$ cat config.mk
export PLATFORM = sky130hd
export DESIGN_NAME = uvs_front
export DESIGN_NICKNAME = d
export VERILOG_FILES = /design/src/rtl/uvs_pkg.sv /design/src/rtl/uvs_front.sv
export SDC_FILE = /design/constraint.sdc
export NUM_CORES = 1
export LEC_CHECK = 0
export BUFFER_PORTS_ARGS = -buffer_cell sky130_fd_sc_hd__buf_2
export CORE_MARGIN = 2
export CORE_UTILIZATION = 51
export DETAILED_ROUTE_END_ITERATION = 10
export PLACE_DENSITY = 0.93
export SYNTH_ARGS = -nofsm -noshare
export SYNTH_HDL_FRONTEND = slang
export SYNTH_SLANG_ARGS = --single-unit
$ cat constraint.sdc
create_clock -name i_clk -period 3.98 [get_ports i_clk]
set_input_delay 0.398 -clock i_clk [delete_from_list [all_inputs] [get_ports i_clk]]
set_output_delay 0.398 -clock i_clk [all_outputs]
set_load 0.05 [all_outputs]
$ cat src/rtl/uvs_pkg.sv
// uvs_pkg: shared types, constants and arithmetic helpers of the UV-sphere vertex generator.
// Used by every module of the block; depends on nothing.
package uvs_pkg;

    localparam int SEG_W             = 11;
    localparam int TEX_BITS          = 16;
    localparam int TEX_W             = 17;
    localparam int POS_W             = 16;
    localparam int SIN_W             = 17;
    localparam int CFG_IDX_W         = 2;
    localparam int SIN_LAT           = 8;
    localparam int DEF_MAX_SEGMENTS  = 1024;
    localparam int DEF_FRACTION_BITS = 16;
    localparam logic [SEG_W-1:0] RST_COLUMNS = 11'd32;
    localparam logic [SEG_W-1:0] RST_ROWS    = 11'd16;

    // sin(pi/2*t) Taylor coefficients, Q30
    localparam logic signed [32:0] COEF_T9 = 33'sd172272;
    localparam logic signed [32:0] COEF_HORNER [4] = '{
        -33'sd5026995, 33'sd85569306, -33'sd693598669, 33'sd1686629713
    };
    localparam logic signed [32:0] Q30_ONE = 33'sd1073741824;

    typedef enum logic [CFG_IDX_W-1:0] {
        REG_COLUMNS,
        REG_ROWS
    } t_cfg_reg;

    typedef struct packed {
        logic [SEG_W-1:0] grid_column;
        logic [SEG_W-1:0] grid_row;
    } t_uvs_in;

    typedef struct packed {
        logic signed [POS_W-1:0] pos_x;
        logic signed [POS_W-1:0] pos_y;
        logic signed [POS_W-1:0] pos_z;
        logic [TEX_W-1:0]        tex_u;
        logic [TEX_W-1:0]        tex_v;
    } t_uvs_out;

    typedef struct packed {
        logic [SEG_W-1:0] col;
        logic [SEG_W-1:0] row;
        logic [SEG_W-1:0] ncol;
        logic [SEG_W-1:0] nrow;
    } t_uvs_item;

    // Q30 product, magnitude truncated toward zero
    function automatic logic signed [32:0] mul_q30(logic signed [32:0] a, logic [30:0] b);
        logic        neg;
        logic [32:0] mag;
        logic [61:0] prod;
        logic [31:0] m;
        neg  = a[32];
        mag  = neg ? 33'(-a) : 33'(a);
        prod = 62'(mag[30:0]) * 62'(b);
        m    = prod[61:30];
        return neg ? -$signed({1'b0, m}) : $signed({1'b0, m});
    endfunction

endpackage

$ cat src/rtl/uvs_front.sv
// uvs_front: configuration registers, segment and index clamping of accepted grid points.
// Depends on uvs_pkg.
module uvs_front #(
    parameter int MAX_SEGMENTS = uvs_pkg::DEF_MAX_SEGMENTS
) (
    input  logic                            i_clk,
    input  logic                            i_rst_n,
    input  logic                            i_cfg_valid,
    input  logic [uvs_pkg::CFG_IDX_W-1:0]   i_cfg_index,
    input  logic [uvs_pkg::SEG_W-1:0]       i_cfg_data,
    output logic                            o_cfg_ready,
    input  uvs_pkg::t_uvs_in                i_point,
    output uvs_pkg::t_uvs_item              o_item
);
    import uvs_pkg::*;

    logic [SEG_W-1:0] r_columns, n_columns;
    logic [SEG_W-1:0] r_rows, n_rows;
    logic [SEG_W-1:0] seg_n, seg_m;

    assign o_cfg_ready = 1'b1;

    always_comb begin
        n_columns = r_columns;
        n_rows    = r_rows;
        if (i_cfg_valid) begin
            unique case (t_cfg_reg'(i_cfg_index))
                REG_COLUMNS: n_columns = i_cfg_data;
                REG_ROWS:    n_rows    = i_cfg_data;
                default: ;
            endcase
        end
    end

    always_ff @(posedge i_clk) begin
        if (!i_rst_n) begin
            r_columns <= RST_COLUMNS;
            r_rows    <= RST_ROWS;
        end else begin
            r_columns <= n_columns;
            r_rows    <= n_rows;
        end
    end

    always_comb begin
        priority if (r_columns == '0) begin
            seg_n = SEG_W'(1);
        end else if (int'(r_columns) > MAX_SEGMENTS) begin
            seg_n = SEG_W'(MAX_SEGMENTS);
        end else begin
            seg_n = r_columns;
        end
        priority if (r_rows == '0) begin
            seg_m = SEG_W'(1);
        end else if (int'(r_rows) > MAX_SEGMENTS) begin
            seg_m = SEG_W'(MAX_SEGMENTS);
        end else begin
            seg_m = r_rows;
        end
        o_item.ncol = seg_n;
        o_item.nrow = seg_m;
        o_item.col  = (i_point.grid_column > seg_n) ? seg_n : i_point.grid_column;
        o_item.row  = (i_point.grid_row > seg_m) ? seg_m : i_point.grid_row;
    end

endmodule

# After elaboration in Yosys (flattened, before gate mapping)

Index checks and enable logic that the tools add are counted.

Mux-type cells: 6
Magnitude comparators: 4
Equality and inequality tests: 1
Reductions and logical operators: 5

Operators by type and width:

| operator               | number |
|---|---|
| $mux W11               | 6 |
| $gt A11 B11 Y1         | 2 |
| $gt A11 B11 Y1 const B | 2 |
| $logic_not A11 Y1      | 2 |
| $reduce_and A2 Y1      | 2 |
| $eq A2 B1 Y1 const B   | 1 |
| $logic_not A2 Y1       | 1 |

Bits of input ports: 38
Flip-flop bits (word level): 22

# Longest topological paths before layout

Gate-level depths: netlist (run 1).

Depth in word-level cells: 5
Mapped depth: 10

# Worst setup path after synthesis (run 1)

Ideal clock, no wire load.

Path kind: register to output
Start point: reg r_rows[4]
End point: out o_item[32] (netlist name)
Cell stages (with the launch flop): 10
Path buffers: 0
Path slack: 0.468 ns
Arrival time: 3.114 ns
Cell sequence: dfxtp_1 > nor4_1 > nand3_1 > a21oi_1 > ha_1 > nand3b_1 > a211oi_1 > a2111oi_2 > nand2_1 > o21ai_0

RTL lines:

| element                | line            | source |
|---|---|---|
| start, declared        | uvs_front.sv:18 | `logic [SEG_W-1:0] r_rows, n_rows;` |
| start signal, assigned | uvs_front.sv:41 | `r_rows <= n_rows;` |
| end, declared          | uvs_front.sv:13 | `output uvs_pkg::t_uvs_item o_item` |

==> results of run 1 <==
power by group through the flow:
stage               sequential (W)  clock (W)  combinational [W]
finish                    0.000234  0.0000969           0.000297
global route              0.000235   0.000109           0.000318
CTS                       0.000234  0.0000979           0.000295
detailed placement        0.000239          0           0.000294
global placement          0.000238          0           0.000286
floorplan                 0.000237          0           0.000225
registers in the layout (all words and copies together) (netlist names):
signal and flops:
r_columns 11, r_rows 11
cells in the final DEF (no fill, tap or decap):
cell type / instances
a2111oi_2: 1
a2111oi_4: 1
a211oi_1: 4
a21oi_1: 8
a31oi_1: 1
a41oi_4: 2
buf_2: 81
clkbuf_4: 3
clkinv_1: 1
conb_1: 1
dfxtp_1: 22
ha_1: 22
inv_1: 25
mux2_2: 20
mux2i_1: 21
nand2_1: 24
nand3_1: 1
nand3b_1: 3
nand4_1: 4
nor2_1: 7
nor2b_1: 20
nor3_1: 1
nor3b_2: 1
nor4_1: 3
o21ai_0: 7
what timing repair did:
action,4_1_cts,5_1_grt
gates resized for setup,0,1
endpoints found under the hold margin,0,0
setup endpoints to repair,0,2
kinds of logic after synthesis:
kind of cell | synth area share [%]
compound gates | 10.85
fa+ha+maj | 15.20
buf+inv | 7.395
flops | 24.33
mux | 24.05
other cells | 0.2071
simple gates | 17.97
stage by stage:
| step | hold slack [ps] | util (%) | worst slack (ps) |
|---|---|---|---|
| floorplan | 465.4 | - | 467.9 |
| global placement | 487.3 | 66.67 | 766.6 |
| detailed placement | 520.0 | 66.67 | 627.7 |
| CTS | 342.5 | 67.34 | 284.6 |
| global route | 359.9 | 67.71 | -24.62 |
| finish | 349.8 | 67.71 | 177.6 |
final cells by class:
type	count	area, µm²	share of cell area (%)
clock buffers	3	22.52	0.9890
flip-flops and latches	22	440.4	19.34
multi-input cells	152	1254	55.05
well taps	46	57.56	2.527
inverters	26	97.59	4.286
repair buffers	81	405.4	17.80
how the worst min path moves through the flow:
stage,start,endpoint
after floorplan,r_columns[5],r_columns[5]
after CTS,i_cfg_data[4],r_rows[4]
after global placement,r_rows[4],r_rows[4]
after global routing,i_cfg_data[4],r_rows[4]
after detailed placement,r_rows[4],r_rows[4]
final,i_cfg_data[4],r_rows[4]
routing by layer:
metal  vias up  wire (µm)
met1       816       1823
li1        868          -
met4         0        175
met5         -          0
met3        16        189
met2        58       2383
worst max-delay path: cells and delay by family (launching register included):
kind | cells | cell delay [ps]
buffers and inverters | 1 | 220
multiplexers | 1 | 390
AND/OR/NAND/NOR | 4 | 680
adder cells (fa/ha/maj) | 1 | 280
AO/OA/AOI/OAI | 4 | 1160
flip-flops | 1 | 350
==> metrics.md, run 1 <==
| Metric | Value |
|---|---|
| Initial Utilization | `between 50% and 60%` |
| Mapped Avg Cell Area | `between 8 and 9 µm²` |
| Final period utilization | `a little over nine tenths` |
| # nets final | `~350` |
| Post-Syn Area | `~0.0018 mm²` |
| Synth unique cells | `25` |
| Clock-pin slew on the worst setup and hold paths | `between 100 and 150 ps` |
| Area Overhead vs Synth | `25.78%` |
| Antenna cells | `0` |
| Slew Limit Fails | `0` |
| Asr flop ratio synth | `0%` |
| Met1 Usage GRT | `between 20% and 30%` |
| Fill count | `approximately 280` |
| Post-cts hold buffer count | `0` |
| Share of layout cells above drive strength 1 | `38.38%` |
| Crit end category | `output port` |
| WP data required | `3580 ps` |
| Chip Height | `63.58 µm` |
| Grt total ovfl | `0` |
| Final setup violation count | `0` |
| Met2 GRT Util | `38.29%` |
| Ports | `between 80 and 90` |
| Critical Path End | `o_item[24]` |
| R2R Path End | `r_columns[10]` |
| Post-DP HPWL | `3722 µm` |
| Synth Instances | `208` |
| Placed Cells | `327` |
| Power share of the clock group | `between 15 and 20%` |
| Syn nets | `268` |
| Critical Path Max Stage Delay | `between 400 and 500 ps` |
| Top cells by area, synth | `dfxtp_1 24%, ha_1 15%, mux2_2 12%` |
| Number of synthesized flops with an enable pin | `0` |
| Grt met3 use | `3.750%` |
| FMAX | `between 0.2 and 0.3 GHz` |
| R2R Setup Slk | `3000 ps` |
| Crit path DAT | `3400 ps` |
| First-pass GRT wire length | `between 7000 and 8000 µm` |
| P_sw | `roughly 0.00027 W` |
| Initial antenna violation count | `0` |
| Post-CTS setup buffers | `0` |
| WL final | `roughly 4600 µm` |
| R2R depth | `4` |
| Register area share after synthesis | `around 24%` |
| Register bit total from synthesis | `22` |
| Status | `complete, no violations` |
| Clock Latency Late Sink | `around 300 ps` |
| Post-synth top area cell | `dfxtp_1` |
| GRT Total Usage | `between 20% and 30%` |
| Residual DRC count | `0` |
| Commonest cells in the synthesized netlist | `25 x inv_1, 24 x nand2_1, 22 x dfxtp_1, 22 x ha_1, 21 x mux2i_1` |
| Worst-path cell chain | `nor4_1 > nand3_1 > o21ai_0 > nand2_1 > ha_1 > nand4_1 > a211oi_1 > a2111oi_4 > a41oi_4 > mux2_2 > buf_2` |
| PD cells | `between 200 and 300 mW/mm²` |
| CTS tree | `built` |
| Final Critical Period | `around 3800 ps` |
| YS warnings | `0` |
| Worst Skew | `0 ps` |
| Top FF cell, synth | `dfxtp_1` |
| Yosys top cell area share | `between 20 and 25%` |
| Pint | `between 0.0003 and 0.0004 W` |
| Largest net degree at the start of global routing | `23` |
| Via/cell ratio | `5.327` |
| CTS sink count | `22` |
| Net Sw Frac | `42.73%` |
| Maximum fanout along the worst path | `10` |
| CP max-delay cell | `a211oi_1` |
| Initial DRC count | `69` |
| CORE AREA | `between 0.003 and 0.004 mm²` |
| Finished layout cell area | `~0.0023 mm²` |
| Grt peak-use layer | `met2` |
| Critical R2R Launch | `r_columns[10]` |
| Slew @ Worst Pin | `~1100 ps` |
| Flop pwr share | `37.2%` |
| RePlAce Congestion | `between 0.8 and 0.9` |
| Row count | `21` |
| Drt pass-1 iters | `4` |
| Vias | `roughly 1800` |
| ANT nets after route | `0` |
| Placed cell area | `0.002242 mm²` |
| Vias in the first global route | `approximately 1600` |
| Peak VDD IR | `between 200 and 300 µV` |
| Avg WL per Cell | `between 10 and 15 µm` |
| Post-Layout Cell Count | `330` |
| Hold crit path type | `in -> reg` |
| Max_slew headroom | `a little over a quarter` |
| Worst hold stages | `3` |
| Bufs on Longest Clock Path | `2` |
| Combinational share of power | `between 40% and 50%` |
| Leakage | `roughly 1.3 nW` |
| Total Power | `about 0.00063 W` |
| Die span in x | `around 64 µm` |
| Setup TNS | `0 ps` |
| H-tree Lvls | `1` |
| Count leader, synth | `inv_1` |
| Max Cap Violations | `0` |
| Worst setup SP type | `register` |
| Final hold vios | `0` |
| Die area | `0.004042 mm²` |
| CTS root buf | `clkbuf_4` |
| CTS buffer count | `3` |
| Port-buffer cells | `81` |
| Setup CP Type | `reg -> out` |
| Worst Setup SP | `r_rows[4]` |
No activity file was read; power rests on OpenSTA's default activity.
==> inputs of run 2 (changes only) <==
--- a/config.mk
+++ b/config.mk
@@ -8,8 +8,10 @@
 export BUFFER_PORTS_ARGS = -buffer_cell sky130_fd_sc_hd__buf_2
 export CORE_MARGIN = 2
 export CORE_UTILIZATION = 51
+export CTS_CLUSTER_SIZE = 10
 export DETAILED_ROUTE_END_ITERATION = 10
 export PLACE_DENSITY = 0.93
+export RECOVER_POWER = 100
 export SYNTH_ARGS = -nofsm -noshare
 export SYNTH_HDL_FRONTEND = slang
 export SYNTH_SLANG_ARGS = --single-unit
==> run 2 against run 1 <==
Compared with the run above: the run now ends with max-capacitance violations, max-slew violations left; cell area decreased by 2.1%; fmax barely moved; clock-buffer cell count unchanged; clock power barely moved; sequential share of layout area is 0.41 points higher; die area did not move; power is 0.79% lower; worst hold slack better by 0.87 ps; largest cell class unchanged; first-iteration DRC count shrank 17%; register-to-register slack worse by 40 ps; global-route usage unchanged.
==> metrics.md, run 2 (synthesis results as in run 1) <==
| Metric | Value |
|---|---|
| Status | `finished, violations left (was complete, no violations)` |
| Failing checks | `max-capacitance violations, max-slew violations` |
| Die area | `0.004042 mm² (unchanged)` |
| Maximum fanout along the worst path | `10 (unchanged)` |
| Clock-pin slew on the worst setup and hold paths | `110 ps (about the same)` |
| Initial antenna violation count | `0 (unchanged)` |
| CTS sink count | `22 (unchanged)` |
| Drt pass-1 iters | `4 (unchanged)` |
| Vias in the first global route | `1606 (unchanged)` |
| Worst hold stages | `3 (unchanged)` |
| Grt total ovfl | `0 (unchanged)` |
| Hold Crit Start | `i_cfg_data[4] (unchanged)` |
| CTS buffer count | `3 (unchanged)` |
| R2R Setup Slk | `2960 ps (was 3000 ps)` |
| Critical R2R Launch | `r_columns[10] (unchanged)` |
| Hold crit path type | `in -> reg (unchanged)` |
| Vias | `1761 (was 1758)` |
| R2R Path End | `r_columns[10] (unchanged)` |
| Clock Latency Late Sink | `300 ps (about the same)` |
| FMAX | `0.2630 GHz (about the same)` |
| Post-CTS setup buffers | `0 (unchanged)` |
| Peak VDD IR | `292.8 µV (was 292.5 µV)` |
| Via/cell ratio | `5.336 (was 5.327)` |
| Avg WL per Cell | `13.92 µm (was 13.85 µm)` |
| CORE AREA | `0.003363 mm² (unchanged)` |
| Ports | `83 (unchanged)` |
| Post-DP HPWL | `3722 µm (unchanged)` |
| Largest net degree at the start of global routing | `23 (unchanged)` |
| Final Critical Period | `3802 ps (about the same)` |
| Max_slew headroom | `-35.61% (was 26.24%)` |
| Share of layout cells above drive strength 1 | `29.23% (was 38.38%)` |
| H-tree Lvls | `1 (unchanged)` |
| Worst-path cell chain | `nor4_1 > nand3_1 > o21ai_0 > nand2_1 > ha_1 > nand4_1 > a211oi_1 > a2111oi_4 > a41oi_4 > mux2_2 > buf_2 (unchanged)` |
| Slew @ Worst Pin | `2030 ps (was 1102 ps)` |
| Setup TNS | `0 ps (unchanged)` |
| Worst setup SP type | `register (unchanged)` |
| R2R depth | `4 (unchanged)` |
| Final period utilization | `95.54% (about the same)` |
| Setup CP Type | `reg -> out (unchanged)` |
| Die span in x | `63.58 µm (unchanged)` |
| Placed Cells | `327 (unchanged)` |
| Critical Path Max Stage Delay | `390 ps (was 410 ps)` |
| Dpl ws | `627.7 ps (unchanged)` |
| Biggest regs | `r_columns: 11 flops, r_rows: 11 flops (unchanged)` |
| CTS tree | `built (unchanged)` |
| GRT Total Usage | `21.50% (unchanged)` |
| Finished layout cell area | `0.002230 mm² (was 0.002277 mm²)` |
| Row count | `21 (unchanged)` |
| Most frequent cells in the layout | `47 x buf_2, 25 x inv_1, 25 x clkbuf_1 (was 81 x buf_2, 25 x inv_1, 24 x nand2_1)` |
| Port-buffer cells | `81 (unchanged)` |
| Initial DRC count | `57 (was 69)` |
| Initial Utilization | `53.83% (unchanged)` |
| Antenna cells | `0 (unchanged)` |
| Crit end category | `output port (unchanged)` |
| Worst Skew | `0 ps (unchanged)` |
| Slew Limit Fails | `13 (was 0)` |
| Commonest non-fill, non-tap cell in the layout | `buf_2 (unchanged)` |
| Crit path DAT | `3400 ps (about the same)` |
| Worst path bufs/invs | `1 (unchanged)` |
| First-pass GRT wire length | `7038 µm (unchanged)` |
| CP max-delay cell | `a41oi_4 (was a211oi_1)` |
| # nets final | `346 (unchanged)` |
| WL final | `4594 µm (was 4572 µm)` |
| Final hold vios | `0 (unchanged)` |
| Post-Layout Cell Count | `330 (unchanged)` |
| Residual DRC count | `0 (unchanged)` |
| Final setup violation count | `0 (unchanged)` |
| ANT nets after route | `0 (unchanged)` |
| PD cells | `279.5 mW/mm² (was 275.8 mW/mm²)` |
| Chip Height | `63.58 µm (unchanged)` |
| Leakage | `1.154 nW (was 1.256 nW)` |
| WHS | `350.7 ps (was 349.8 ps)` |
| Post-cts hold buffer count | `0 (unchanged)` |
| CTS root buf | `clkbuf_4 (unchanged)` |
| Max Cap Violations | `1 (was 0)` |
| WP data required | `3580 ps (about the same)` |
| RePlAce Congestion | `0.8183 (unchanged)` |
| Placed cell area | `0.002242 mm² (unchanged)` |
| Area Overhead vs Synth | `23.15% (was 25.78%)` |
| Bufs on Longest Clock Path | `2 (unchanged)` |
| Critical path's top delay family | `compound AO/OA/AOI/OAI gates (unchanged)` |
| WHS Endpoint | `r_rows[4] (unchanged)` |
| Worst Slack Setup Final | `177.6 ps (about the same)` |
-- run 2: worst reg2reg max path: stages (launching register included) --
cell and delay (ps):
dfxtp_1 340, inv_1 260, nor2_1 90, a21oi_1 190, nor2b_1 60
-- run 2: routing by layer --
| layer | share of wire (%) | track usage (%) | up-vias |
|---|---|---|---|
| li1 | - | - | 868 |
| met1 | 40 | 25.49 | 819 |
| met2 | 52 | 38.29 | 58 |
| met3 | 4.3 | 3.750 | 16 |
| met4 | 3.8 | 8.152 | 0 |
| met5 | 0 | 0 | - |
-- run 2: timing repair --
| item | in CTS | in global routing |
|---|---|---|
| endpoints found under the setup margin | 0 | 2 |
| resized for setup | 0 | 1 |
| hold endpoints to repair | 0 | 0 |
-- run 2: report_power, final --
group / switching (W) / internal, W
sequential: 0.00000628 / 0.000228
combinational: 0.000200 / 0.0000923
clock: 0.0000617 / 0.0000353
total: 0.000268 / 0.000355
-- run 2: worst max-delay path by stage --
stage / start / end / slack, ps / cells past startpoint
6_report: r_rows[4] / o_item[24] / 180 / 11
5_1_grt: r_rows[4] / o_item[24] / -20 / 11
4_1_cts: r_rows[4] / o_item[24] / 280 / 11
3_5_place_dp: r_rows[4] / o_item[24] / 630 / 11
3_3_place_gp: r_rows[4] / o_item[30] / 770 / 11
2_1_floorplan: r_rows[4] / o_item[32] / 470 / 9
-- run 2: cell type report --
cell class,count,area (µm²)
multi-input combinational,152,1237
fill,302,1134
sequential,22,440.4
timing repair buffer,81,374.1
inverter,26,97.59
tap,46,57.56
clock buffer,3,22.52
-- run 2: per-stage QoR --
stage	utilization [%]	total power [W]
after floorplan	-	0.0004619
after global placement	66.67	0.0005241
after detailed placement	66.67	0.0005324
after CTS	67.34	0.0006261
after global routing	66.29	0.0006571
final	66.29	0.0006231
