==> src/rtl/uvs_pkg.sv <==
// uvs_pkg: shared types, constants and arithmetic helpers of the UV-sphere vertex generator.
// Used by every module of the block; depends on nothing.
package uvs_pkg;

    localparam int SEG_W             = 11;
    localparam int TEX_BITS          = 16;
    localparam int TEX_W             = 17;
    localparam int POS_W             = 16;
    localparam int SIN_W             = 17;
    localparam int CFG_IDX_W         = 2;
    localparam int SIN_LAT           = 8;
    localparam int DEF_MAX_SEGMENTS  = 1024;
    localparam int DEF_FRACTION_BITS = 16;
    localparam logic [SEG_W-1:0] RST_COLUMNS = 11'd32;
    localparam logic [SEG_W-1:0] RST_ROWS    = 11'd16;

    // sin(pi/2*t) Taylor coefficients, Q30
    localparam logic signed [32:0] COEF_T9 = 33'sd172272;
    localparam logic signed [32:0] COEF_HORNER [4] = '{
        -33'sd5026995, 33'sd85569306, -33'sd693598669, 33'sd1686629713
    };
    localparam logic signed [32:0] Q30_ONE = 33'sd1073741824;

    typedef enum logic [CFG_IDX_W-1:0] {
        REG_COLUMNS,
        REG_ROWS
    } t_cfg_reg;

    typedef struct packed {
        logic [SEG_W-1:0] grid_column;
        logic [SEG_W-1:0] grid_row;
    } t_uvs_in;

    typedef struct packed {
        logic signed [POS_W-1:0] pos_x;
        logic signed [POS_W-1:0] pos_y;
        logic signed [POS_W-1:0] pos_z;
        logic [TEX_W-1:0]        tex_u;
        logic [TEX_W-1:0]        tex_v;
    } t_uvs_out;

    typedef struct packed {
        logic [SEG_W-1:0] col;
        logic [SEG_W-1:0] row;
        logic [SEG_W-1:0] ncol;
        logic [SEG_W-1:0] nrow;
    } t_uvs_item;

    // Q30 product, magnitude truncated toward zero
    function automatic logic signed [32:0] mul_q30(logic signed [32:0] a, logic [30:0] b);
        logic        neg;
        logic [32:0] mag;
        logic [61:0] prod;
        logic [31:0] m;
        neg  = a[32];
        mag  = neg ? 33'(-a) : 33'(a);
        prod = 62'(mag[30:0]) * 62'(b);
        m    = prod[61:30];
        return neg ? -$signed({1'b0, m}) : $signed({1'b0, m});
    endfunction

endpackage

==> src/rtl/uvs_queue.sv <==
// uvs_queue: two-entry queue between front and back; drains one beat per cycle.
// Depends on uvs_pkg.
module uvs_queue (
    input  logic                i_clk,
    input  logic                i_rst_n,
    input  logic                i_push,
    input  uvs_pkg::t_uvs_item  i_item,
    output logic                o_valid,
    output uvs_pkg::t_uvs_item  o_item,
    output logic                o_full
);
    import uvs_pkg::*;

    t_uvs_item   r_mem [2];
    logic        r_wr, r_rd;
    logic [1:0]  r_count;
    logic        pop;

    assign o_valid = (r_count != 2'd0);
    assign o_full  = (r_count == 2'd2);
    assign pop     = o_valid;
    assign o_item  = r_mem[r_rd];

    always_ff @(posedge i_clk) begin
        if (i_push) begin
            r_mem[r_wr] <= i_item;
        end
    end

    always_ff @(posedge i_clk) begin
        if (!i_rst_n) begin
            r_wr    <= 1'b0;
            r_rd    <= 1'b0;
            r_count <= 2'd0;
        end else begin
            if (i_push) r_wr <= ~r_wr;
            if (pop)    r_rd <= ~r_rd;
            r_count <= r_count + 2'(i_push) - 2'(pop);
        end
    end

endmodule

==> config.mk <==
export PLATFORM = sky130hd
export DESIGN_NAME = uvs_queue
export DESIGN_NICKNAME = d
export VERILOG_FILES = /design/src/rtl/uvs_pkg.sv /design/src/rtl/uvs_queue.sv
export SDC_FILE = /design/constraint.sdc
export NUM_CORES = 1
export LEC_CHECK = 0
export ABC_AREA = 1
export BUFFER_PORTS_ARGS = -buffer_cell sky130_fd_sc_hd__buf_4
export CAP_MARGIN = 0
export CORE_AREA = 2 2 85 87
export DETAILED_ROUTE_END_ITERATION = 6
export DIE_AREA = 0 0 87 89
export GPL_TIMING_DRIVEN = 0
export PLACE_DENSITY = 0.9
export SETUP_SLACK_MARGIN = 0.5
export SKIP_CTS_REPAIR_TIMING = 1
export SYNTH_ARGS = -nofsm -noshare
export SYNTH_HDL_FRONTEND = slang
export SYNTH_SLANG_ARGS = --single-unit
export TNS_END_PERCENT = 30
==> constraint.sdc <==
create_clock -name i_clk -period 7.1 [get_ports i_clk]
set_input_delay 1.065 -clock i_clk [delete_from_list [all_inputs] [get_ports i_clk]]
set_output_delay 1.065 -clock i_clk [all_outputs]
set_load 0.1 [all_outputs]
---- Word level (Yosys, flattened, before mapping) ----
Memories as Yosys holds them, arrays and structs flattened. A register that Yosys moved wholly into a read port is not among the register bits.
Cells that the tools add are included.
word-level totals
  memories ................................ 1
  logic and storage cells ................. 14
  input port bits ......................... 47
  RAM bits ................................ 88
  flip-flop bits (word level) ............. 4
cells by class
  reduce and logical (&&, ||, !) cells .... 1
  bitwise logic cells ..................... 2
  equality and inequality tests ........... 1
  muxes and demuxes ....................... 4
  add/subtract/negate cells ............... 2
memory list
  memory  depth  width  rd ports  clocked after Yosys merged registers in  wr ports  RTL line         source
  r_mem   2      44     1         1                                        1         uvs_queue.sv:14  t_uvs_item r_mem [2];
operators with widths
  operator            number
  $mux 1              4
  $add 2x1->2         1
  $eq 2x2->1 const B  1
  $not 1->1           2
  $reduce_bool 2->1   1
  $sub 2x1->2         1

---- Depth between registers and ports, before layout ----
Gate-level depths: netlist (run 1).
  depth after elaboration ................. 3
  mapped depth ............................ 6

---- Least setup slack after synthesis (run 1) ----
Ideal clock, no wire load.
  path type ............................... register -> output
  start point ............................. register with a tool-made name
  end point ............................... output o_item[17] (netlist name)
  slack ................................... 3.349 ns
  data required time ...................... 6.035 ns
  arrival ................................. 2.686 ns
  cell stages (with the launch flop) ...... 4
  cells stage by stage .................... dfxtp_1 buf_6 buf_2 o21ai_0
RTL lines
  what       RTL line        source
  to (decl)  uvs_queue.sv:9  output uvs_pkg::t_uvs_item o_item,

==> results of run 1 <==
## power breakdown
| part | leakage [µW] | internal [µW] | switching, µW |
|---|---|---|---|
| registers | 0.000867 | 631 | 7.25 |
| clock network | 0.0000999 | 174 | 174 |
| logic | 0.000953 | 66.4 | 239 |
## cell usage in the layout, fill, tap and decap left out, drive strengths merged, types with 2 or more instances in the layout
cell / n
buf: 104
clkbuf: 11
clkinv: 2
dfxtp: 5
edfxtp: 88
inv: 51
nand2: 50
nor2: 10
o21ai: 44
## metal layers
layer	track usage	routed length [µm]	vias up
li1	-	-	1079
met1	0.1868	2483	1004
met2	0.3088	3301	76
met3	0.05263	386	11
met4	0.06250	93	0
met5	0	0	-
## worst max path at each step
stage                         endpoint  cells after the start  slack (ns)
after global placement    r_mem[0][37]                      3        2.66
after detailed placement  r_mem[0][37]                      4        4.72
after global routing        o_item[22]                      6        4.42
after CTS                   o_item[29]                      6        4.48
final                       o_item[18]                      4        4.52
after floorplan             o_item[17]                      3        3.35
## state kept, by name, indices dropped and copies added, names as in the netlist, named ones only
signal,count
r_count,2
r_wr,1
r_rd,1
r_mem,88
## stage by stage
stage,instance area (µm²),setup WS (ns)
after global routing,4549,4.420
after CTS,4549,4.479
after detailed placement,4348,4.720
after floorplan,3502,3.349
after global placement,4293,2.659
final,4549,4.516
## cells by family after synthesis
group | count (synthesis) | share of synthesized area
AO/OA/AOI/OAI | 45 | 0.07074
adder cells (fa/ha/maj) | 1 | 0.003572
buffers and inverters | 60 | 0.07681
flip-flops | 93 | 0.7831
AND/OR/NAND/NOR | 61 | 0.06574
## critical path, stage by stage, from the launching register on
cell     delay, ns
dfxtp_1       0.31
buf_6         0.13
buf_2         0.18
o21ai_0       0.22
buf_4         0.33
## layout make-up
cell class | instances | area share
clock inverter | 5 | 0.01320
clock buffer | 11 | 0.03108
sequential | 93 | 0.6029
inverter | 50 | 0.04125
timing repair buffer | 94 | 0.1623
multi-input combinational | 107 | 0.1095
buffer | 10 | 0.01788
tap | 80 | 0.02200
==> results.md, run 1 <==
* Status: finished clean
* Max-cap violation count at 0
* Synth Instances at 260
* Final Hold Viols at 0
* IR Drop Worst-Case VDD at 0.1553 mV
* Synthesized Nets at 308
* Core ar. at 6719 µm²
* Total wire length at 6264 µm
* Hpwl dp at 4413 µm
* Reg2Reg Setup Slack at 5.61 ns
* Reg-to-reg endpoint: r_mem[0][25]
* Fraction of registers with async set/reset at 0
* R2R Path Start: r_wr
* Site row count at 30
* Clock latency on the worst-skew pair at 0.35 ns
* Clk buf depth at 2
* Grt ovf at 0
* Sequential cell area at 2743 µm²
* WL/cell at 13.92 µm
* Pwr dens at 284.0 nW/µm²
* Min-delay src: r_rd
* Area share of the largest cell type after synthesis at 0.7546
* Tightest Hold Check Type: reg -> reg
* Netlist cell types at 15
* WHS Path Cells at 3
* Residual DRC at 0
* Die width at 87 µm
* Largest net degree at the start of global routing at 25
* Slew at the pin closest to its max-slew limit at 0.6768 ns
* First-pass GRT wire length at 9591 µm
* Final core utilization at 0.6771
* Chip Height at 89 µm
* Synth top cells by count: 88 x edfxtp_1, 50 x inv_1, 50 x nand2_1
* F_max at 387.0 MHz
* NumNets Final at 413
* Count leader, synth: edfxtp_1
* Antenna Nets Post-Route at 0
* Syn_area_per_cell at 13.47 µm²
* Leakage power at 0.001920 µW
* Layout Skew at 0.01327 ns
* I/O pins at 93
* Mapped cell area at 3502 µm²
* Port bufs at 92
* Fillers at 491
* Req. time, crit path at 6.03 ns
* Crit. End Element: primary output
* Root buffer cell: clkbuf_8
* Final-report max-slew violation count at 0
* Max_slew headroom at 0.5477
* Reg clk slew, reported paths at 0.08 ns
* EDFF count, synth at 88
* H-tree levels at 3
* Crit-path max FO at 10
* Yosys reg bits at 93
* Total iterations of the first detailed-routing run at 4
* Vias in the first global route at 2133
* Tot GR Track Use at 0.1695
* Worst EP arrival at 1.52 ns
* Startpoint type of the worst setup path: flop
* Clk sinks at 93
* Share of cells above drive strength 1 at 0.3432
* P&R area growth vs syn at 29.90%
* Multi-input gate area at 498.0 µm²
* Initial core utilization at 0.5212
* Fin cells at 450
* Dominant cell type by area after synthesis: edfxtp_1
* RD Place Congestion at 0.6798
* Ant diodes at 0
* Post-layout min period at 2.584 ns
* Drt via density at 4.822
* Setup TNS at 0 ns
* Synth Flop Type: edfxtp_1
* WS Path Type: reg -> out
* Num CTS Buffers at 9
* CTS tree: built
* Yosys warnings at 0
* Placed cell count at 434
* Fin crit share at 0.3640
* Sequential share of the synthesized area at 0.7831
* Finish-stage setup viols at 0
* Total Die Area at 7743 µm²
* Tot Pwr at 1292 µW
* Synth area leaders: edfxtp_1 75%, inv_1 5.4%, nand2_1 5.4%, o21ai_0 3.3%, dfxtp_1 2.9%
* Vias at 2170
* DRT iter0 DRCs at 102
* RSZ-0062 raised after global routing: no
* Initial antenna violation count at 0
* R2r worst-path depth at 2
* Hold_ws at 0.5409 ns
No activity file was read; power rests on OpenSTA's default activity.
==> run 2: changes to the inputs <==
--- a/config.mk
+++ b/config.mk
@@ -5,14 +5,14 @@
 export SDC_FILE = /design/constraint.sdc
 export NUM_CORES = 1
 export LEC_CHECK = 0
-export ABC_AREA = 1
+export ABC_AREA = 0
 export BUFFER_PORTS_ARGS = -buffer_cell sky130_fd_sc_hd__buf_4
 export CAP_MARGIN = 0
-export CORE_AREA = 2 2 85 87
+export CORE_AREA = 2 2 87 89
 export DETAILED_ROUTE_END_ITERATION = 6
-export DIE_AREA = 0 0 87 89
+export DIE_AREA = 0 0 89 91
 export GPL_TIMING_DRIVEN = 0
-export PLACE_DENSITY = 0.9
+export PLACE_DENSITY = 0.88
 export SETUP_SLACK_MARGIN = 0.5
 export SKIP_CTS_REPAIR_TIMING = 1
 export SYNTH_ARGS = -nofsm -noshare
==> constraint.sdc (replaced) <==
create_clock -name i_clk -period 2.5 [get_ports i_clk]
set_input_delay 0.375 -clock i_clk [delete_from_list [all_inputs] [get_ports i_clk]]
set_output_delay 0.375 -clock i_clk [all_outputs]
set_load 0.1 [all_outputs]
==> run 2 against run 1 <==
Net effect:
- sequential share of layout area fell by 1.7 points
- first-iteration DRC count fell by 44%
- routed wire length shrank 11%
- hold slack worse by 0.32 ns
- highest routed layer unchanged
==> results.md, run 2 <==
* Clock latency on the worst-skew pair at 0.33 ns
* Reg clk slew, reported paths at 0.08 ns
* Crit. End Element: primary output
* Combinational Power Share at 0.224
* Yosys warnings at 0
* WL/cell at 15.09 µm
* Site row count at 31
* Grt ovf at 0
* Syn_area_per_cell at 22.58 µm²
* Area share of the largest cell type after synthesis at 0.7359
* Tot Pwr at 3789 µW
* Synth Flop Type: edfxtp_1
* Cell depth of the worst setup path at 4
* Vias at 1758
* Max-cap violation count at 0
* Req. time, crit path at 2.12 ns
* Initial antenna violation count at 0
* Total Die Area at 8099 µm²
* Critical-path cell list: buf_6, buf_12, mux2_4, buf_4
* Final Hold Viols at 0
* Core ar. at 7137 µm²
* Count leader, synth: edfxtp_1
* Finish-stage setup viols at 0
* Leakage power at 0.001859 µW
* Synth area leaders: edfxtp_1 74%, mux2_4 17%, dfxtp_1 2.8%, buf_12 2.2%, mux2_2 1.3%
* Fraction of registers with async set/reset at 0
* RD Place Congestion at 0.6354
* Sw Pwr at 1090 µW
* Mapped cell area at 3591 µm²
* EDFF count, synth at 88
* Most frequent cells in the layout: 92 x buf_4, 88 x edfxtp_1, 40 x mux2_4
* Hpwl dp at 3782 µm
* Min-delay src: i_item[23]
* F_max at 523.0 MHz
* Netlist cell types at 17
* Top flop regs: r_mem (88), r_count (2)
* Share of cells above drive strength 1 at 0.5911
* P&R area growth vs syn at 30.45%
* Startpoint type of the worst setup path: flop
* Worst EP arrival at 1.54 ns
* Final core utilization at 0.6564
* Final-report max-slew violation count at 0
* Largest register FFs at 88
* Fin crit share at 0.7648
* Most common cell after layout, fill and taps aside: buf_4
* RSZ-0062 raised after global routing: no
* Total iterations of the first detailed-routing run at 4
* Total wire length at 5553 µm
* R2r worst-path depth at 2
* Crit path capture: o_item[4]
* Antenna Nets Post-Route at 0
* Pwr dens at 808.8 nW/µm²
* Slew at the pin closest to its max-slew limit at 0.6105 ns
* Reg-to-reg endpoint: r_mem[1][27]
* Status: finished clean
* WHS Path Cells at 1
* Residual DRC at 0
* Most flop-heavy register: r_mem
* Largest net degree at the start of global routing at 28
* Chip Height at 91 µm
* Dominant cell type by area after synthesis: edfxtp_1
* Sw frac at 0.2876
* Max incr delay on CP at 0.33 ns
* Synth top cells by count: 88 x edfxtp_1, 40 x mux2_4, 5 x dfxtp_1
* Clk buf depth at 2
* Flop pwr share at 0.478
* R2R Path Start: r_wr
* Reg2Reg Setup Slack at 1.03 ns
* NumNets Final at 312
* Clk sinks at 93
* Num CTS Buffers at 9
* DRT iter0 DRCs at 57
* Synthesized Nets at 207
* WS Path Type: reg -> out
* Vias in the first global route at 1905
* Crit-path max FO at 10
* Layout Skew at 0.006559 ns
* CP Buf/Inv Count at 3
* Die width at 89 µm
* Port bufs at 92
* IR Drop Worst-Case VDD at 0.6242 mV
* Initial core utilization at 0.5032
* Int Pwr at 2699 µW
* Tot GR Track Use at 0.1449
* Root buffer cell: clkbuf_8
* Tightest Hold Check Type: in -> reg
* Synth Instances at 159
* CP max stage cell: dfxtp_1
* I/O pins at 93
* First-pass GRT wire length at 8790 µm
* H-tree levels at 3
* Ant diodes at 0
* Sequential share of the synthesized area at 0.7638
* Post-layout min period at 1.912 ns
* Yosys reg bits at 93
* Max_slew headroom at 0.5921
* Drt via density at 4.777
* CTS tree: built
* Clock share of power at 0.298
* Kind of cell adding the most delay to the critical path: buffers and inverters
==> run 2: cell count changes after synthesis, sizes merged, moves of 5 or more <==
cell,before,now
o21ai,44,1
buf,10,5
nor2,10,0
inv,50,0
mux2,0,44
nand2,50,2
==> run 2: power groups by stage <==
stage | Sequential, µW | Combinational (µW) | Clock (µW)
after global routing | 1820 | 879 | 1220
after detailed placement | 1850 | 856 | 0
after CTS | 1810 | 857 | 1160
after global placement | 1840 | 838 | 0
after floorplan | 1840 | 663 | 0
final | 1810 | 850 | 1130
==> run 2: area by class of cell <==
class	count	area (µm²)
plain buffers	5	91.34
multi-input cells	61	765.7
clock buffers	11	131.4
flip-flops and latches	93	2743
well taps	99	123.9
fillers	533	2452
clock inverters	5	98.84
repair buffers	94	730.7
==> run 2: how the worst min path moves through the flow <==
stage,endpoint
3_3_place_gp,r_count[1]
3_5_place_dp,r_count[1]
6_report,r_mem[0][23]
4_1_cts,r_mem[0][31]
2_1_floorplan,r_mem[0][0]
5_1_grt,r_mem[0][17]
==> run 2: cell families (layout without fill, tap and decap cells) <==
logic type	after synthesis	count (layout)	share of synthesized area
AO/OA/AOI/OAI	2	2	0.003484
adder cells (fa/ha/maj)	1	1	0.003484
buffers and inverters	5	115	0.02544
flip-flops	93	93	0.7638
multiplexers	45	45	0.1826
AND/OR/NAND/NOR	13	13	0.02126
==> run 2: layer usage <==
| layer | GRT usage | vias to the layer above | part of all wire |
|---|---|---|---|
| li1 | - | 828 | - |
| met2 | 0.2407 | 62 | 0.52 |
| met3 | 0.05091 | 13 | 0.061 |
| met5 | 0 | - | 0 |
| met1 | 0.1721 | 855 | 0.40 |
| met4 | 0.05348 | 0 | 0.020 |
==> run 2: stage by stage <==
stage | TNS [ns] | worst slack (ns) | hold WS [ns] | instances | area, µm²
5_1_grt | 0 | 0.5133 | 0.1974 | 368 | 4684
2_1_floorplan | 0 | 0.4101 | 0.4739 | 159 | 3593
3_3_place_gp | -6.904 | -0.1582 | 0.5178 | 350 | 4408
4_1_cts | 0 | 0.5544 | 0.2008 | 368 | 4684
3_5_place_dp | 0 | 0.8675 | 0.5466 | 352 | 4454
6_report | 0 | 0.5880 | 0.2205 | 368 | 4684
==> run 3: changes to the inputs <==
--- a/config.mk
+++ b/config.mk
@@ -8,11 +8,11 @@
 export ABC_AREA = 0
 export BUFFER_PORTS_ARGS = -buffer_cell sky130_fd_sc_hd__buf_4
 export CAP_MARGIN = 0
-export CORE_AREA = 2 2 87 89
+export CORE_AREA = 2 2 91 93
 export DETAILED_ROUTE_END_ITERATION = 6
-export DIE_AREA = 0 0 89 91
+export DIE_AREA = 0 0 93 95
 export GPL_TIMING_DRIVEN = 0
-export PLACE_DENSITY = 0.88
+export PLACE_DENSITY = 0.85
 export SETUP_SLACK_MARGIN = 0.5
 export SKIP_CTS_REPAIR_TIMING = 1
 export SYNTH_ARGS = -nofsm -noshare
==> constraint.sdc (replaced) <==
create_clock -name i_clk -period 1.56 [get_ports i_clk]
set_input_delay 0.234 -clock i_clk [delete_from_list [all_inputs] [get_ports i_clk]]
set_output_delay 0.234 -clock i_clk [all_outputs]
set_load 0.1 [all_outputs]
==> run 3 against run 2 <==
Net effect:
- the run now ends with setup timing left
- cell count rose by 2.7%
- sequential power increased by 61%
- power is 58% higher
- sequential share of layout area shrank 6.5 points
- critical path depth unchanged
- combinational power is 100% higher
- critical path type unchanged
- critical endpoint is now o_item[16]
- largest cell class unchanged
- largest power group unchanged
- highest routed layer unchanged
==> results.md, run 3 (synthesized netlist as in run 2, its figures left out) <==
* Status: finished, violations left
* Failing checks: setup timing
* Post-layout min period at 1.750 ns
* Largest net degree at the start of global routing at 46
* Clk buf depth at 2
* Chip Height at 95 µm
* Max_slew headroom at 0.6419
* Port bufs at 92
* Req. time, crit path at 1.33 ns
* WS Path Type: reg -> out
* Core ar. at 7928 µm²
* Kind of cell adding the most delay to the critical path: buffers and inverters
* Residual DRC at 0
* Die width at 93 µm
* Most frequent cells in the layout: 88 x edfxtp_1, 48 x buf_12, 46 x buf_4
* Cell mode on critical path: buf_12
* Largest register FFs at 88
* H-tree levels at 3
* Crit-path max FO at 10
* Max-cap violation count at 0
* WL/cell at 17.56 µm
* Num CTS Buffers at 9
* Tot GR Track Use at 0.1352
* Pwr dens at 1127 nW/µm²
* Startpoint type of the worst setup path: flop
* Initial core utilization at 0.4530
* IR Drop Worst-Case VDD at 0.6311 mV
* Antenna Nets Post-Route at 0
* Worst EP arrival at 1.52 ns
* Vias at 1781
* Total Die Area at 8835 µm²
* Grt ovf at 0
* Finished Cell Area at 5295 µm²
* Top flop regs: r_mem (88), r_count (2)
* NumNets Final at 316
* I/O pins at 93
* Tightest Hold Check Type: in -> reg
* Hpwl dp at 3775 µm
* Total wire length at 6639 µm
* Most flop-heavy register: r_mem
* Fin crit share at 1.122
* Leakage power at 0.002053 µW
* Crit. End Element: primary output
* CP max stage cell: dfxtp_4
* RSZ-0062 raised after global routing: yes
* Final WS setup at -0.1903 ns
* First-pass GRT wire length at 8735 µm
* DRT iter0 DRCs at 37
* Finish-stage setup viols at 44
* Fillers at 534
* P&R area growth vs syn at 47.46%
* Root buffer cell: clkbuf_8
* Hold_ws at 0.07091 ns
* Layout Skew at 0.007192 ns
* Final-report max-slew violation count at 0
* CTS tree: built
* Vias in the first global route at 1775
* Max incr delay on CP at 0.38 ns
* Most common cell after layout, fill and taps aside: edfxtp_1
* CP Buf/Inv Count at 3
* Clock latency on the worst-skew pair at 0.34 ns
* Ant diodes at 0
* Reg clk slew, reported paths at 0.09 ns
* Slew at the pin closest to its max-slew limit at 0.5361 ns
* Total iterations of the first detailed-routing run at 4
* Critical-path cell list: buf_12, buf_12, mux2_4, buf_12
* Clk sinks at 93
* Share of cells above drive strength 1 at 0.6300
* Final Hold Viols at 0
* F_max at 571.3 MHz
* Site row count at 33
* Initial antenna violation count at 0
* Cell Area, Placed at 4431 µm²
* Drt via density at 4.712
* RD Place Congestion at 0.5734
[run 3: where the power goes]
group	leakage [µW]	switching [µW]	internal, µW	total [µW]
Combinational	0.00111	1030	674	1710
Clock	0.0000759	783	573	1360
Sequential	0.000870	41.2	2860	2910
[run 3: metrics by stage]
stage	power, µW	worst slack (ns)	TNS [ns]	util	cells
detailed placement	4324	-0.2774	-16.18	0.5589	356
floorplan	4014	0.1516	0	-	159
CTS	5659	-0.2626	-24.75	0.5800	372
global placement	4300	-0.2229	-12.23	0.5589	356
global route	6179	-0.2486	-9.582	0.6679	378
finish	5968	-0.1903	-7.222	0.6679	378
[run 3: routing by layer]
layer  track usage  share of wire  wire length [µm]
met4       0.06250          0.016               104
met5             0              0                 0
met1        0.1524           0.38              2543
met3       0.03671          0.049               325
met2        0.2397           0.55              3666
[run 3: final timing paths]
path                                     end  cells past startpoint       start  slack [ns]
worst min-delay path            r_mem[0][10]                      1  i_item[10]        0.07
worst min register to register    r_count[1]                      2  r_count[1]        0.55
worst max-delay path              o_item[16]                      4        flop       -0.19
worst max register to register  r_mem[0][19]                      2        r_wr        0.14
[run 3: layout make-up]
cell class	count	area, µm²	share of cell area
Timing Repair Buffer	96	1326	0.2505
Tap cell	105	131.4	0.02481
Clock inverter	6	40.04	0.007561
Buffer	5	100.1	0.01890
Sequential cell	93	2758	0.5208
Clock buffer	10	127.6	0.02410
Multi-Input combinational cell	63	812.0	0.1534
